<file path="config.mk">
export PLATFORM = sky130hd
export DESIGN_NAME = cfl_time_step_min
export DESIGN_NICKNAME = d
export VERILOG_FILES = /design/src/hw/rtl/cfl_pkg.sv /design/src/hw/rtl/cfl_mul.sv /design/src/hw/rtl/cfl_sqrt.sv /design/src/hw/rtl/cfl_div.sv /design/src/hw/rtl/cfl_time_step_min.sv
export SDC_FILE = /design/constraint.sdc
export NUM_CORES = 2
export LEC_CHECK = 0
export BUFFER_PORTS_ARGS = -buffer_cell sky130_fd_sc_hd__buf_2
export CORE_MARGIN = 8
export CORE_UTILIZATION = 26
export CTS_BUF_LIST = sky130_fd_sc_hd__clkbuf_2 sky130_fd_sc_hd__clkbuf_4 sky130_fd_sc_hd__clkbuf_8
export DETAILED_ROUTE_END_ITERATION = 10
export GPL_TIMING_DRIVEN = 0
export PLACE_DENSITY_LB_ADDON = 0.2
export SLEW_MARGIN = 0
export SYNTH_ARGS = -nofsm -noshare
export SYNTH_HDL_FRONTEND = slang
export SYNTH_HIERARCHICAL = 1
export SYNTH_SLANG_ARGS = --single-unit
</file>
<file path="constraint.sdc">
create_clock -name clk -period 15.5 [get_ports clk]
set_input_delay 3.1 -clock clk [delete_from_list [all_inputs] [get_ports clk]]
set_output_delay 3.1 -clock clk [all_outputs]
set_load 0.02 [all_outputs]
</file>
<file path="src/hw/rtl/cfl_pkg.sv">
`timescale 1ns / 1ps

package cfl_pkg;

    localparam int CFL_W   = 18;
    localparam int GRAV_W  = 24;
    localparam int CELL_W  = 32;
    localparam int H_W     = 24;
    localparam int MOM_W   = 24;
    localparam int STEP_W  = 32;
    localparam int FRAC_W  = 16;

    // shared serial multiplier: 32 x 24
    localparam int MUL_AW  = 32;
    localparam int MUL_BW  = 24;
    localparam int MUL_PW  = MUL_AW + MUL_BW;

    // shared square root: 48-bit radicand, 24-bit root
    localparam int SQ_W    = 48;
    localparam int SQ_RW   = SQ_W / 2;

    // shared divider: 50-bit dividend, 41-bit divisor
    localparam int DIV_NW  = 50;
    localparam int DIV_DW  = 41;

    localparam int T1_W    = 40;
    localparam int CFG_IW  = 2;
    localparam int CFG_DW  = 24;

    localparam logic [CFG_IW-1:0] CFG_CFL     = 2'd0;
    localparam logic [CFG_IW-1:0] CFG_GRAVITY = 2'd1;

    localparam logic [CFL_W-1:0]  CFL_RESET  = 18'd52429;
    localparam logic [GRAV_W-1:0] GRAV_RESET = 24'd642690;
    localparam logic [STEP_W-1:0] STEP_MAX   = '1;

    typedef struct packed {
        logic [CELL_W-1:0]       cell_size;
        logic [H_W-1:0]          water_height;
        logic signed [MOM_W-1:0] momentum_x;
        logic signed [MOM_W-1:0] momentum_y;
        logic                    end_of_pass;
    } cfl_in_t;

    typedef struct packed {
        logic [STEP_W-1:0] min_time_step;
        logic              dry_point_seen;
    } cfl_out_t;

    typedef struct packed {
        logic start;
        logic done;
    } unit_ctl_t;

    typedef enum logic [3:0] {
        S_IDLE,
        S_SQX,
        S_SQY,
        S_MAG,
        S_GH,
        S_T2,
        S_T1,
        S_NUM,
        S_STEP,
        S_EMIT
    } cfl_state_t;

endpackage

</file>
<file path="src/hw/rtl/cfl_mul.sv">
`timescale 1ns / 1ps

module cfl_mul
    import cfl_pkg::*;
(
    input  logic              clk,
    input  logic              rst_n,
    input  logic              start,
    input  logic [MUL_AW-1:0] a,
    input  logic [MUL_BW-1:0] b,
    output logic              done,
    output logic [MUL_PW-1:0] prod
);

    localparam int CW = $clog2(MUL_BW + 1);

    logic [MUL_PW-1:0] a_reg;
    logic [MUL_BW-1:0] b_reg;
    logic [MUL_PW-1:0] p_reg;
    logic [CW-1:0]     cnt_reg;
    logic              done_reg;

    // shift-add, one multiplier bit per cycle
    always_ff @(posedge clk or negedge rst_n)
    begin
        if (!rst_n)
        begin
            cnt_reg  <= '0;
            done_reg <= 1'b0;
        end
        else
        begin
            done_reg <= 1'b0;
            if (start)
                cnt_reg <= CW'(MUL_BW);
            else if (cnt_reg != '0)
            begin
                cnt_reg <= cnt_reg - 1'b1;
                if (cnt_reg == CW'(1))
                    done_reg <= 1'b1;
            end
        end
    end

    always_ff @(posedge clk)
    begin
        if (start)
        begin
            a_reg <= MUL_PW'(a);
            b_reg <= b;
            p_reg <= '0;
        end
        else if (cnt_reg != '0)
        begin
            if (b_reg[0])
                p_reg <= p_reg + a_reg;
            a_reg <= {a_reg[MUL_PW-2:0], 1'b0};
            b_reg <= {1'b0, b_reg[MUL_BW-1:1]};
        end
    end

    assign done = done_reg;
    assign prod = p_reg;

endmodule

</file>
<file path="src/hw/rtl/cfl_sqrt.sv">
`timescale 1ns / 1ps

module cfl_sqrt
    import cfl_pkg::*;
(
    input  logic             clk,
    input  logic             rst_n,
    input  logic             start,
    input  logic [SQ_W-1:0]  rad,
    output logic             done,
    output logic [SQ_RW-1:0] root
);

    localparam int CW = $clog2(SQ_RW + 1);

    logic [SQ_W-1:0]  rad_reg;
    logic [SQ_RW:0]   rem_reg;
    logic [SQ_RW-1:0] root_reg;
    logic [CW-1:0]    cnt_reg;
    logic             done_reg;
    logic [SQ_RW+2:0] rem_t;
    logic [SQ_RW+2:0] trial;
    logic             fit;

    // restoring root, two radicand bits in and one root bit out per cycle
    assign rem_t = {rem_reg, rad_reg[SQ_W-1:SQ_W-2]};
    assign trial = {1'b0, root_reg, 2'b01};
    assign fit   = rem_t >= trial;

    always_ff @(posedge clk or negedge rst_n)
    begin
        if (!rst_n)
        begin
            cnt_reg  <= '0;
            done_reg <= 1'b0;
        end
        else
        begin
            done_reg <= 1'b0;
            if (start)
                cnt_reg <= CW'(SQ_RW);
            else if (cnt_reg != '0)
            begin
                cnt_reg <= cnt_reg - 1'b1;
                if (cnt_reg == CW'(1))
                    done_reg <= 1'b1;
            end
        end
    end

    always_ff @(posedge clk)
    begin
        if (start)
        begin
            rad_reg  <= rad;
            rem_reg  <= '0;
            root_reg <= '0;
        end
        else if (cnt_reg != '0)
        begin
            rad_reg <= {rad_reg[SQ_W-3:0], 2'b00};
            if (fit)
            begin
                rem_reg  <= (SQ_RW+1)'(rem_t - trial);
                root_reg <= {root_reg[SQ_RW-2:0], 1'b1};
            end
            else
            begin
                rem_reg  <= rem_t[SQ_RW:0];
                root_reg <= {root_reg[SQ_RW-2:0], 1'b0};
            end
        end
    end

    assign done = done_reg;
    assign root = root_reg;

endmodule

</file>
<file path="src/hw/rtl/cfl_div.sv">
`timescale 1ns / 1ps

module cfl_div
    import cfl_pkg::*;
(
    input  logic              clk,
    input  logic              rst_n,
    input  logic              start,
    input  logic [DIV_NW-1:0] dividend,
    input  logic [DIV_DW-1:0] divisor,
    output logic              done,
    output logic [DIV_NW-1:0] quot
);

    localparam int CW = $clog2(DIV_NW + 1);

    logic [DIV_NW-1:0] q_reg;
    logic [DIV_DW-1:0] rem_reg;
    logic [DIV_DW-1:0] dsr_reg;
    logic [CW-1:0]     cnt_reg;
    logic              done_reg;
    logic [DIV_DW:0]   rem_t;
    logic              fit;

    // restoring division, one quotient bit per cycle; a zero divisor gives all ones
    assign rem_t = {rem_reg, q_reg[DIV_NW-1]};
    assign fit   = rem_t >= {1'b0, dsr_reg};

    always_ff @(posedge clk or negedge rst_n)
    begin
        if (!rst_n)
        begin
            cnt_reg  <= '0;
            done_reg <= 1'b0;
        end
        else
        begin
            done_reg <= 1'b0;
            if (start)
                cnt_reg <= CW'(DIV_NW);
            else if (cnt_reg != '0)
            begin
                cnt_reg <= cnt_reg - 1'b1;
                if (cnt_reg == CW'(1))
                    done_reg <= 1'b1;
            end
        end
    end

    always_ff @(posedge clk)
    begin
        if (start)
        begin
            q_reg   <= dividend;
            rem_reg <= '0;
            dsr_reg <= divisor;
        end
        else if (cnt_reg != '0)
        begin
            q_reg <= {q_reg[DIV_NW-2:0], fit};
            if (fit)
                rem_reg <= DIV_DW'(rem_t - {1'b0, dsr_reg});
            else
                rem_reg <= rem_t[DIV_DW-1:0];
        end
    end

    assign done = done_reg;
    assign quot = q_reg;

endmodule

</file>
<file path="src/hw/rtl/cfl_time_step_min.sv">
`timescale 1ns / 1ps

// CFL time-step minimum. Each input beat is one sample point. A wet point keeps
// in_stall high while four 24-bit multiplies, two 24-bit roots and two 50-bit
// divisions run one after another on shared bit-serial units. A dry point without
// end_of_pass does not stall. A beat with end_of_pass adds the emit state, which
// waits while an earlier output beat is still stalled, and produces one output beat
// with the pass minimum and the dry flag; the minimum then restarts at all ones.
// cfg_ready is always high; index 0 writes the Courant number, index 1 gravity,
// other indexes are ignored.
module cfl_time_step_min
    import cfl_pkg::*;
(
    input  logic              clk,
    input  logic              rst_n,
    input  logic              in_valid,
    output logic              in_stall,
    input  cfl_in_t           in_data,
    output logic              out_valid,
    input  logic              out_stall,
    output cfl_out_t          out_data,
    input  logic              cfg_valid,
    output logic              cfg_ready,
    input  logic [CFG_IW-1:0] cfg_index,
    input  logic [CFG_DW-1:0] cfg_data
);

    cfl_state_t state_reg, state_next;
    logic       go_reg, go_next;

    logic [CFL_W-1:0]  cfl_reg;
    logic [GRAV_W-1:0] grav_reg;
    logic [STEP_W-1:0] min_reg;
    logic              dry_reg;
    logic              out_valid_reg;
    cfl_out_t          out_reg;

    logic [CELL_W-1:0] cell_reg;
    logic [H_W-1:0]    h_reg;
    logic [MOM_W-1:0]  ax_reg;
    logic [MOM_W-1:0]  ay_reg;
    logic              last_reg;
    logic [SQ_W-1:0]   sq_reg;
    logic [SQ_RW-1:0]  mag_reg;
    logic [SQ_RW-1:0]  t2_reg;
    logic [T1_W-1:0]   t1_reg;
    logic [DIV_NW-1:0] num_reg;

    unit_ctl_t         mul_ctl, sq_ctl, div_ctl;
    logic [MUL_AW-1:0] mul_a;
    logic [MUL_BW-1:0] mul_b;
    logic [MUL_PW-1:0] mul_p;
    logic [SQ_RW-1:0]  sq_root;
    logic [DIV_NW-1:0] div_n;
    logic [DIV_DW-1:0] div_d;
    logic [DIV_NW-1:0] div_q;
    logic [DIV_DW-1:0] speed;
    logic [STEP_W-1:0] step;
    logic              in_acc;
    logic              emit;

    assign in_acc   = in_valid && !in_stall;
    assign in_stall = state_reg != S_IDLE;
    assign speed    = DIV_DW'(t1_reg) + DIV_DW'(t2_reg);
    assign step     = (div_q[DIV_NW-1:STEP_W] != '0) ? STEP_MAX : div_q[STEP_W-1:0];
    assign emit     = state_reg == S_EMIT && !(out_valid_reg && out_stall);

    // operand select for the shared units
    always_comb
    begin
        mul_a = MUL_AW'(ax_reg);
        mul_b = ax_reg;
        div_n = DIV_NW'({mag_reg, {FRAC_W{1'b0}}});
        div_d = DIV_DW'(h_reg);
        case (state_reg)
            S_SQY:
            begin
                mul_a = MUL_AW'(ay_reg);
                mul_b = ay_reg;
            end
            S_GH:
            begin
                mul_a = MUL_AW'(grav_reg);
                mul_b = h_reg;
            end
            S_NUM:
            begin
                mul_a = cell_reg;
                mul_b = MUL_BW'(cfl_reg);
            end
            S_STEP:
            begin
                div_n = num_reg;
                div_d = speed;
            end
            default:
            begin
            end
        endcase
    end

    assign mul_ctl.start = go_reg && (state_reg == S_SQX || state_reg == S_SQY ||
                                      state_reg == S_GH || state_reg == S_NUM);
    assign sq_ctl.start  = go_reg && (state_reg == S_MAG || state_reg == S_T2);
    assign div_ctl.start = go_reg && (state_reg == S_T1 || state_reg == S_STEP);

    cfl_mul u_mul (
        .clk   (clk),
        .rst_n (rst_n),
        .start (mul_ctl.start),
        .a     (mul_a),
        .b     (mul_b),
        .done  (mul_ctl.done),
        .prod  (mul_p)
    );

    cfl_sqrt u_sqrt (
        .clk   (clk),
        .rst_n (rst_n),
        .start (sq_ctl.start),
        .rad   (sq_reg),
        .done  (sq_ctl.done),
        .root  (sq_root)
    );

    cfl_div u_div (
        .clk      (clk),
        .rst_n    (rst_n),
        .start    (div_ctl.start),
        .dividend (div_n),
        .divisor  (div_d),
        .done     (div_ctl.done),
        .quot     (div_q)
    );

    always_ff @(posedge clk or negedge rst_n)
    begin
        if (!rst_n)
        begin
            state_reg <= S_IDLE;
            go_reg    <= 1'b0;
        end
        else
        begin
            state_reg <= state_next;
            go_reg    <= go_next;
        end
    end

    always_comb
    begin
        state_next = state_reg;
        go_next    = 1'b0;
        case (state_reg)
            S_IDLE:
            begin
                if (in_acc)
                begin
                    if (in_data.water_height != '0)
                    begin
                        state_next = S_SQX;
                        go_next    = 1'b1;
                    end
                    else if (in_data.end_of_pass)
                        state_next = S_EMIT;
                end
            end
            S_SQX:
            begin
                if (mul_ctl.done)
                begin
                    state_next = S_SQY;
                    go_next    = 1'b1;
                end
            end
            S_SQY:
            begin
                if (mul_ctl.done)
                begin
                    state_next = S_MAG;
                    go_next    = 1'b1;
                end
            end
            S_MAG:
            begin
                if (sq_ctl.done)
                begin
                    state_next = S_GH;
                    go_next    = 1'b1;
                end
            end
            S_GH:
            begin
                if (mul_ctl.done)
                begin
                    state_next = S_T2;
                    go_next    = 1'b1;
                end
            end
            S_T2:
            begin
                if (sq_ctl.done)
                begin
                    state_next = S_T1;
                    go_next    = 1'b1;
                end
            end
            S_T1:
            begin
                if (div_ctl.done)
                begin
                    state_next = S_NUM;
                    go_next    = 1'b1;
                end
            end
            S_NUM:
            begin
                if (mul_ctl.done)
                begin
                    state_next = S_STEP;
                    go_next    = 1'b1;
                end
            end
            S_STEP:
            begin
                if (div_ctl.done)
                    state_next = last_reg ? S_EMIT : S_IDLE;
            end
            S_EMIT:
            begin
                if (emit)
                    state_next = S_IDLE;
            end
            default:
            begin
                state_next = S_IDLE;
            end
        endcase
    end

    // config, pass state and output register
    always_ff @(posedge clk or negedge rst_n)
    begin
        if (!rst_n)
        begin
            cfl_reg       <= CFL_RESET;
            grav_reg      <= GRAV_RESET;
            min_reg       <= STEP_MAX;
            dry_reg       <= 1'b0;
            out_valid_reg <= 1'b0;
        end
        else
        begin
            if (cfg_valid && cfg_ready)
            begin
                case (cfg_index)
                    CFG_CFL:     cfl_reg  <= cfg_data[CFL_W-1:0];
                    CFG_GRAVITY: grav_reg <= cfg_data[GRAV_W-1:0];
                    default:
                    begin
                    end
                endcase
            end
            if (in_acc && in_data.water_height == '0)
                dry_reg <= 1'b1;
            if (state_reg == S_STEP && div_ctl.done && step < min_reg)
                min_reg <= step;
            if (out_valid_reg && !out_stall)
                out_valid_reg <= 1'b0;
            if (emit)
            begin
                out_valid_reg <= 1'b1;
                min_reg       <= STEP_MAX;
                dry_reg       <= 1'b0;
            end
        end
    end

    always_ff @(posedge clk)
    begin
        if (emit)
        begin
            out_reg.min_time_step  <= min_reg;
            out_reg.dry_point_seen <= dry_reg;
        end
        if (in_acc)
        begin
            cell_reg <= in_data.cell_size;
            h_reg    <= in_data.water_height;
            ax_reg   <= in_data.momentum_x[MOM_W-1] ? MOM_W'(-in_data.momentum_x)
                                                    : MOM_W'(in_data.momentum_x);
            ay_reg   <= in_data.momentum_y[MOM_W-1] ? MOM_W'(-in_data.momentum_y)
                                                    : MOM_W'(in_data.momentum_y);
            last_reg <= in_data.end_of_pass;
        end
        case (state_reg)
            S_SQX:
                if (mul_ctl.done)
                    sq_reg <= mul_p[SQ_W-1:0];
            S_SQY:
                if (mul_ctl.done)
                    sq_reg <= sq_reg + mul_p[SQ_W-1:0];
            S_MAG:
                if (sq_ctl.done)
                    mag_reg <= sq_root;
            S_GH:
                if (mul_ctl.done)
                    sq_reg <= mul_p[SQ_W-1:0];
            S_T2:
                if (sq_ctl.done)
                    t2_reg <= sq_root;
            S_T1:
                if (div_ctl.done)
                    t1_reg <= div_q[T1_W-1:0];
            S_NUM:
                if (mul_ctl.done)
                    num_reg <= mul_p[DIV_NW-1:0];
            default:
            begin
            end
        endcase
    end

    assign cfg_ready = 1'b1;
    assign out_valid = out_valid_reg;
    assign out_data  = out_reg;

`ifndef SYNTHESIS
    // a wet point always starts the magnitude chain
    a_wet_start: assert property (@(posedge clk) disable iff (!rst_n)
        in_acc && in_data.water_height != '0 |=> state_reg == S_SQX && go_reg)
        else $error("wet point did not start the arithmetic");

    // a new output beat only comes out of the emit state
    a_out_src: assert property (@(posedge clk) disable iff (!rst_n)
        $rose(out_valid_reg) |-> $past(state_reg == S_EMIT))
        else $error("output beat without emit");

    // the pass restarts after the result is captured
    a_pass_restart: assert property (@(posedge clk) disable iff (!rst_n)
        emit |=> min_reg == STEP_MAX && !dry_reg && out_valid_reg)
        else $error("pass state not cleared on emit");

    // at most one shared unit is started at a time
    a_one_unit: assert property (@(posedge clk) disable iff (!rst_n)
        $onehot0({mul_ctl.start, sq_ctl.start, div_ctl.start}))
        else $error("two units started together");
`endif

endmodule

</file>
Word-level counts from Yosys, hierarchy flattened
Index checks and enable logic that the tools add are counted.
{ "word_totals": {"wordCells": 184, "input_bits": 136, "output_inout_bits": 36, "reg_bits": 789} }
{ "op_classes": {"addsub": 10, "muxes": 62, "eq_ne": 25, "n_lt_le_gt_ge": 3, "n_reduce_logical": 46} }
{ "ops": {"columns": ["op", "count"], "rows": [
  ["48-bit two-way mux", 4],
  ["32-bit two-way mux", 5],
  ["50-bit two-way mux", 3],
  ["32-bit case mux with 3 select lines", 1],
  ["48-bit case mux with 2 select lines", 1],
  ["24-bit two-way mux", 3],
  ["24-bit case mux with 3 select lines", 1],
  ["56-bit adder", 1],
  ["4-bit two-way mux", 13],
  ["48-bit adder", 1],
  ["24-bit negation", 2],
  ["23-bit two-way mux", 2],
  ["42-bit by 41-bit greater-or-equal comparator with 1-bit output", 1],
  ["40-bit by 24-bit adder with 41-bit output", 1],
  ["41-bit two-way mux", 1],
  ["41-bit subtractor", 1],
  ["4-bit case mux with 10 select lines", 1],
  ["32-bit less-than comparator", 1],
  ["27-bit by 26-bit greater-or-equal comparator with 1-bit output", 1],
  ["25-bit two-way mux", 1],
  ["25-bit subtractor", 1],
  ["24-bit logical NOT", 1],
  ["24-bit nonzero test", 1],
  ["5-bit two-way mux", 4],
  ["other kinds (30)", 94]
]} }

Longest topological paths before layout
{ "depth": {"depth_word": 6, "mapped_depth": 17, "mapped_depth_nobuf": 15} }

By module
Netlist, hierarchy kept.
{ "modules_own_cells": {"columns": ["mod", "instances", "cells_per_inst", "seq_area_each_um2", "area_each_um2"], "rows": [
  ["cfl_time_step_min", 1, 1849, 11818.8, 21064.0],
  ["cfl_mul", 1, 968, 3433.3, 8664.6],
  ["cfl_div", 1, 779, 3728.6, 7848.8],
  ["cfl_sqrt", 1, 583, 2572.5, 5844.4]
]} }

Worst setup path before layout
OpenSTA, ideal clock, no wires.
{ "synth_path": {"path_kind": "input port to flip-flop", "startpoint": "input port in_valid", "endpoint": "register go_reg", "setup_slack_ps": 9365, "path_buffers": 0, "cell_stages": 3, "t_arrival_ps": 6040, "setup_ps": 95, "required_time_ps": 15405, "path_cell_list": "and2_1 o21ai_0 o2111ai_1"} }
{ "synth_between": {"elab_chain_len": 3} }
{ "synth_lines": {"columns": ["element", "line_no", "text"], "rows": [
  ["start: declaration", "cfl_time_step_min.sv:16", "input logic in_valid,"],
  ["1-bit logical AND", "cfl_time_step_min.sv:62", "assign in_acc = in_valid && !in_stall;"],
  ["1-bit two-way mux", "cfl_time_step_min.sv:157", "if (in_acc)"],
  ["1-bit case mux with 4 select lines", "cfl_time_step_min.sv:154", "case (state_reg)"],
  ["via go_next", "cfl_time_step_min.sv:29", "logic go_reg, go_next;"],
  ["end signal: assignment", "cfl_time_step_min.sv:146", "go_reg <= go_next;"],
  ["end: declaration", "cfl_time_step_min.sv:29", null]
]} }
The timed path passes the listed nets, and every way through them passes these cells.
A chain may end at the register's enable or synchronous reset.

Worst setup path in the final report
{ "layout_path": {"startpoint": "register state_reg[1]", "endpoint": "output port in_stall"} }
{ "layout_between": {"elab_chain_len": 1} }
{ "layout_lines": {"columns": ["element", "line_no", "text"], "rows": [
  ["start: declaration", "cfl_time_step_min.sv:28", "cfl_state_t state_reg, state_next;"],
  ["start signal: assignment", "cfl_time_step_min.sv:145", "state_reg <= state_next;"],
  ["4-bit nonzero test", "cfl_time_step_min.sv:63", "assign in_stall = state_reg != S_IDLE;"],
  ["end: declaration", "cfl_time_step_min.sv:17", "output logic in_stall,"]
]} }
Every way passes these cells.

==> Implementation_results.wiki <==
{| class="wikitable"
! Metric !! Value
|-
| Net Sw Power || 1.69 mW
|-
| Wire length of the first global-routing pass || 204000 um
|-
| Post-route total power || 5.78 mW
|-
| Delay of the slowest critical-path stage || 630 ps
|-
| Class of the worst hold path || reg2reg
|-
| Fillers || 17.0k
|-
| Overall die area || 177000 um^2
|-
| Avg Synthesized Cell Area || 10.4 um^2
|-
| CTS H-tree depth || 4
|-
| Instance count of the mapped netlist || 4087
|-
| Grt ovf || 0
|-
| Later-pin clock latency in the skew report || 860 ps
|-
| Routability-driven placement congestion ratio || 0.859
|-
| Total GRT Usage || 0.149
|-
| GR Layer Usage met3 || 0.0268
|-
| Met2 Usage GRT || 0.246
|-
| Max Slew Vio Count || 0
|-
| Final antenna-violating net count || 0
|-
| Total clock buffers created by CTS || 146
|-
| Number of resized instances in the post-cts repair step || 0
|-
| Routing usage on met1 || 0.197
|-
| Starting utilization of the core area || 0.262
|-
| Total Wirelength || 137000 um
|-
| Switching fraction of total power || 0.293
|-
| CP Data Required Time || 12400 ps
|-
| Type of element capturing the critical path || primary output
|-
| CORE AREA || 163000 um^2
|-
| Wire per inst || 20.4 um
|-
| Clk pin slew, worst setup/hold paths || 60 ps
|-
| Post-CTS setup buffer count || 0
|-
| Largest fanout on the critical path || 10
|-
| Vias per std cell || 4.82
|-
| Area occupied by multi-input gates || 19900 um^2
|-
| X dimension of the die || 421 um
|-
| Setup repair after global routing missed its margin || false
|-
| Most congested layer reported by global routing || met2
|-
| Pre-CTS setup slack || 9900 ps
|-
| Initial antenna violation count || 19
|-
| Number of violations of the max-capacitance limit || 0
|-
| Cell chain of the critical path || clkbuf_1, nor4_1, inv_1, buf_2
|-
| Worst endpoint data arrival time || 2530 ps
|-
| Detailed Route Iter0 Violations || 2237
|-
| Crit path max-delay cell type || sky130_fd_sc_hd__nor4_1
|-
| Number of endpoints with negative hold slack in the final report || 0
|-
| Fraction of the cycle the final worst path needs || 0.363
|-
| Synthesized Nets || 4456
|-
| Number of rows in the core area || 148
|-
| Number of clock sinks seen by CTS || 777
|-
| Largest net degree at the start of global routing || 69
|-
| Buffer depth of the longest clock path || 3
|-
| Warnings, synthesis || 6
|-
| Total leakage power || 18.8 nW
|-
| Nets || 4790
|-
| Result of the run || finished clean
|-
| Top-level port count || 172
|-
| Share of layout cells above drive strength 1 || 0.177
|-
| Height of the die || 421 um
|-
| Worst-Margin Slew || 1290 ps
|-
| Maximum vdd ir drop || 0.0782 mV
|-
| Total via count in the routed design || 32.4k
|-
| Portion of total power attributed to the clock network || 0.379
|-
| Max-slew headroom || 0.131
|-
| Comb power frac || 0.194
|-
| Post-route minimum period || 5630 ps
|-
| Final worst setup slack || 9870 ps
|-
| Cts-stage hold buffer count || 0
|-
| Startpoint class of the critical path || flip-flop
|-
| Power Internal || 4.08 mW
|-
| Detailed placement HPWL || 106000 um
|-
| Number of remaining DRC errors || 0
|-
| Library cell used as clock root buffer || sky130_fd_sc_hd__clkbuf_8
|-
| Part of the power in registers || 0.427
|-
| Largest clock skew in the final design || 46.6 ps
|-
| First-pass iteration count of the detailed router || 5
|-
| Cell Area, Synth || 42700 um^2
|-
| Number of I/O port buffers || 170
|-
| TritonCTS clock tree || built
|-
| Area occupied by registers || 21300 um^2
|-
| Highest achievable clock rate || 178 MHz
|-
| Number of global-route vias before repair || 32.5k
|-
| Power Density || 116 nW/um^2
|-
| Area added between synthesis and finish || 16.5%
|-
| Final count of negative-setup-slack endpoints || 0
|-
| Setup_tns || 0 ps
|-
| Class of the most critical setup path || reg2out
|}
-- worst max-delay path: cells and delay by family, from the launching register on --
kind | cells | cell delay (ps)
buf+inv | 3 | 630
simple gates | 1 | 630
flops | 1 | 430
-- cell usage in the layout (no fill, tap or decap), types with 28 or more instances in the layout --
cell	n
sky130_fd_sc_hd__and2_1	51
sky130_fd_sc_hd__a31oi_1	31
sky130_fd_sc_hd__buf_2	188
sky130_fd_sc_hd__mux2_2	194
sky130_fd_sc_hd__nand4_1	49
sky130_fd_sc_hd__o211ai_1	51
sky130_fd_sc_hd__nor2_1	242
sky130_fd_sc_hd__dfrtp_1	50
sky130_fd_sc_hd__nor3_1	55
sky130_fd_sc_hd__ha_1	229
sky130_fd_sc_hd__o21ai_0	165
sky130_fd_sc_hd__dfxtp_1	158
sky130_fd_sc_hd__nand2b_1	52
sky130_fd_sc_hd__nand2_1	568
sky130_fd_sc_hd__clkbuf_8	167
sky130_fd_sc_hd__dfstp_2	50
sky130_fd_sc_hd__a21o_1	94
sky130_fd_sc_hd__xnor2_1	141
sky130_fd_sc_hd__a211oi_1	39
sky130_fd_sc_hd__o31ai_1	36
sky130_fd_sc_hd__clkbuf_1	159
sky130_fd_sc_hd__inv_1	168
sky130_fd_sc_hd__a221o_1	39
sky130_fd_sc_hd__clkbuf_4	46
sky130_fd_sc_hd__xor2_1	78
sky130_fd_sc_hd__o21bai_1	28
sky130_fd_sc_hd__nand3_1	49
sky130_fd_sc_hd__edfxtp_1	519
sky130_fd_sc_hd__a21oi_1	341
-- cell type report --
type	instances	area share
antenna	5	0.000252
buffer	210	0.0180
clock buffer	213	0.0532
clock inverter	56	0.0108
inverter	171	0.0129
multi-input combinational	2929	0.400
sequential	777	0.429
tap	2175	0.0547
timing repair buffer	186	0.0219
-- metal layers --
layer	routed length [um]	vias to the layer above	part of all wire
met5	21	-	0.00015
met4	3530	4	0.026
met3	6630	204	0.048
met2	64800	756	0.47
met1	62300	15800	0.45
li1	-	15700	-
-- path summary, 6_finish.rpt --
check                                   from                 to  cells past startpoint  slack [ps]
worst max-delay path            state_reg[1]           in_stall                      4        9870
worst min-delay path                 dry_reg        out_data[0]                      0         460
worst max register to register  state_reg[2]    u_mul/b_reg[11]                      9       10360
worst min register to register       dry_reg        out_data[0]                      0         460
max in group asynchronous              rst_n       grav_reg[19]                      2       12530
min in group asynchronous              rst_n  u_sqrt/cnt_reg[2]                      1        2190
-- power groups by stage --
| stage | sequential [mW] | combinational, mW | clock, mW |
|---|---|---|---|
| after floorplan | 2.43 | 0.889 | 0 |
| after global placement | 2.51 | 1.12 | 0 |
| after detailed placement | 2.51 | 1.12 | 0 |
| after CTS | 2.47 | 1.13 | 2.27 |
| after global routing | 2.48 | 1.25 | 2.36 |
| final | 2.46 | 1.12 | 2.19 |
-- stage by stage --
step           std cells  hold slack [ps]   util  area (um^2)
2_1_floorplan       4087              426      -        42700
3_3_place_gp        6432              440  0.284        46300
3_5_place_dp        6448              442  0.286        46500
4_1_cts             6717              459  0.305        49700
5_1_grt             6721              469  0.305        49700
6_report            6722              463  0.305        49700
No activity file was read; power rests on OpenSTA's default activity.
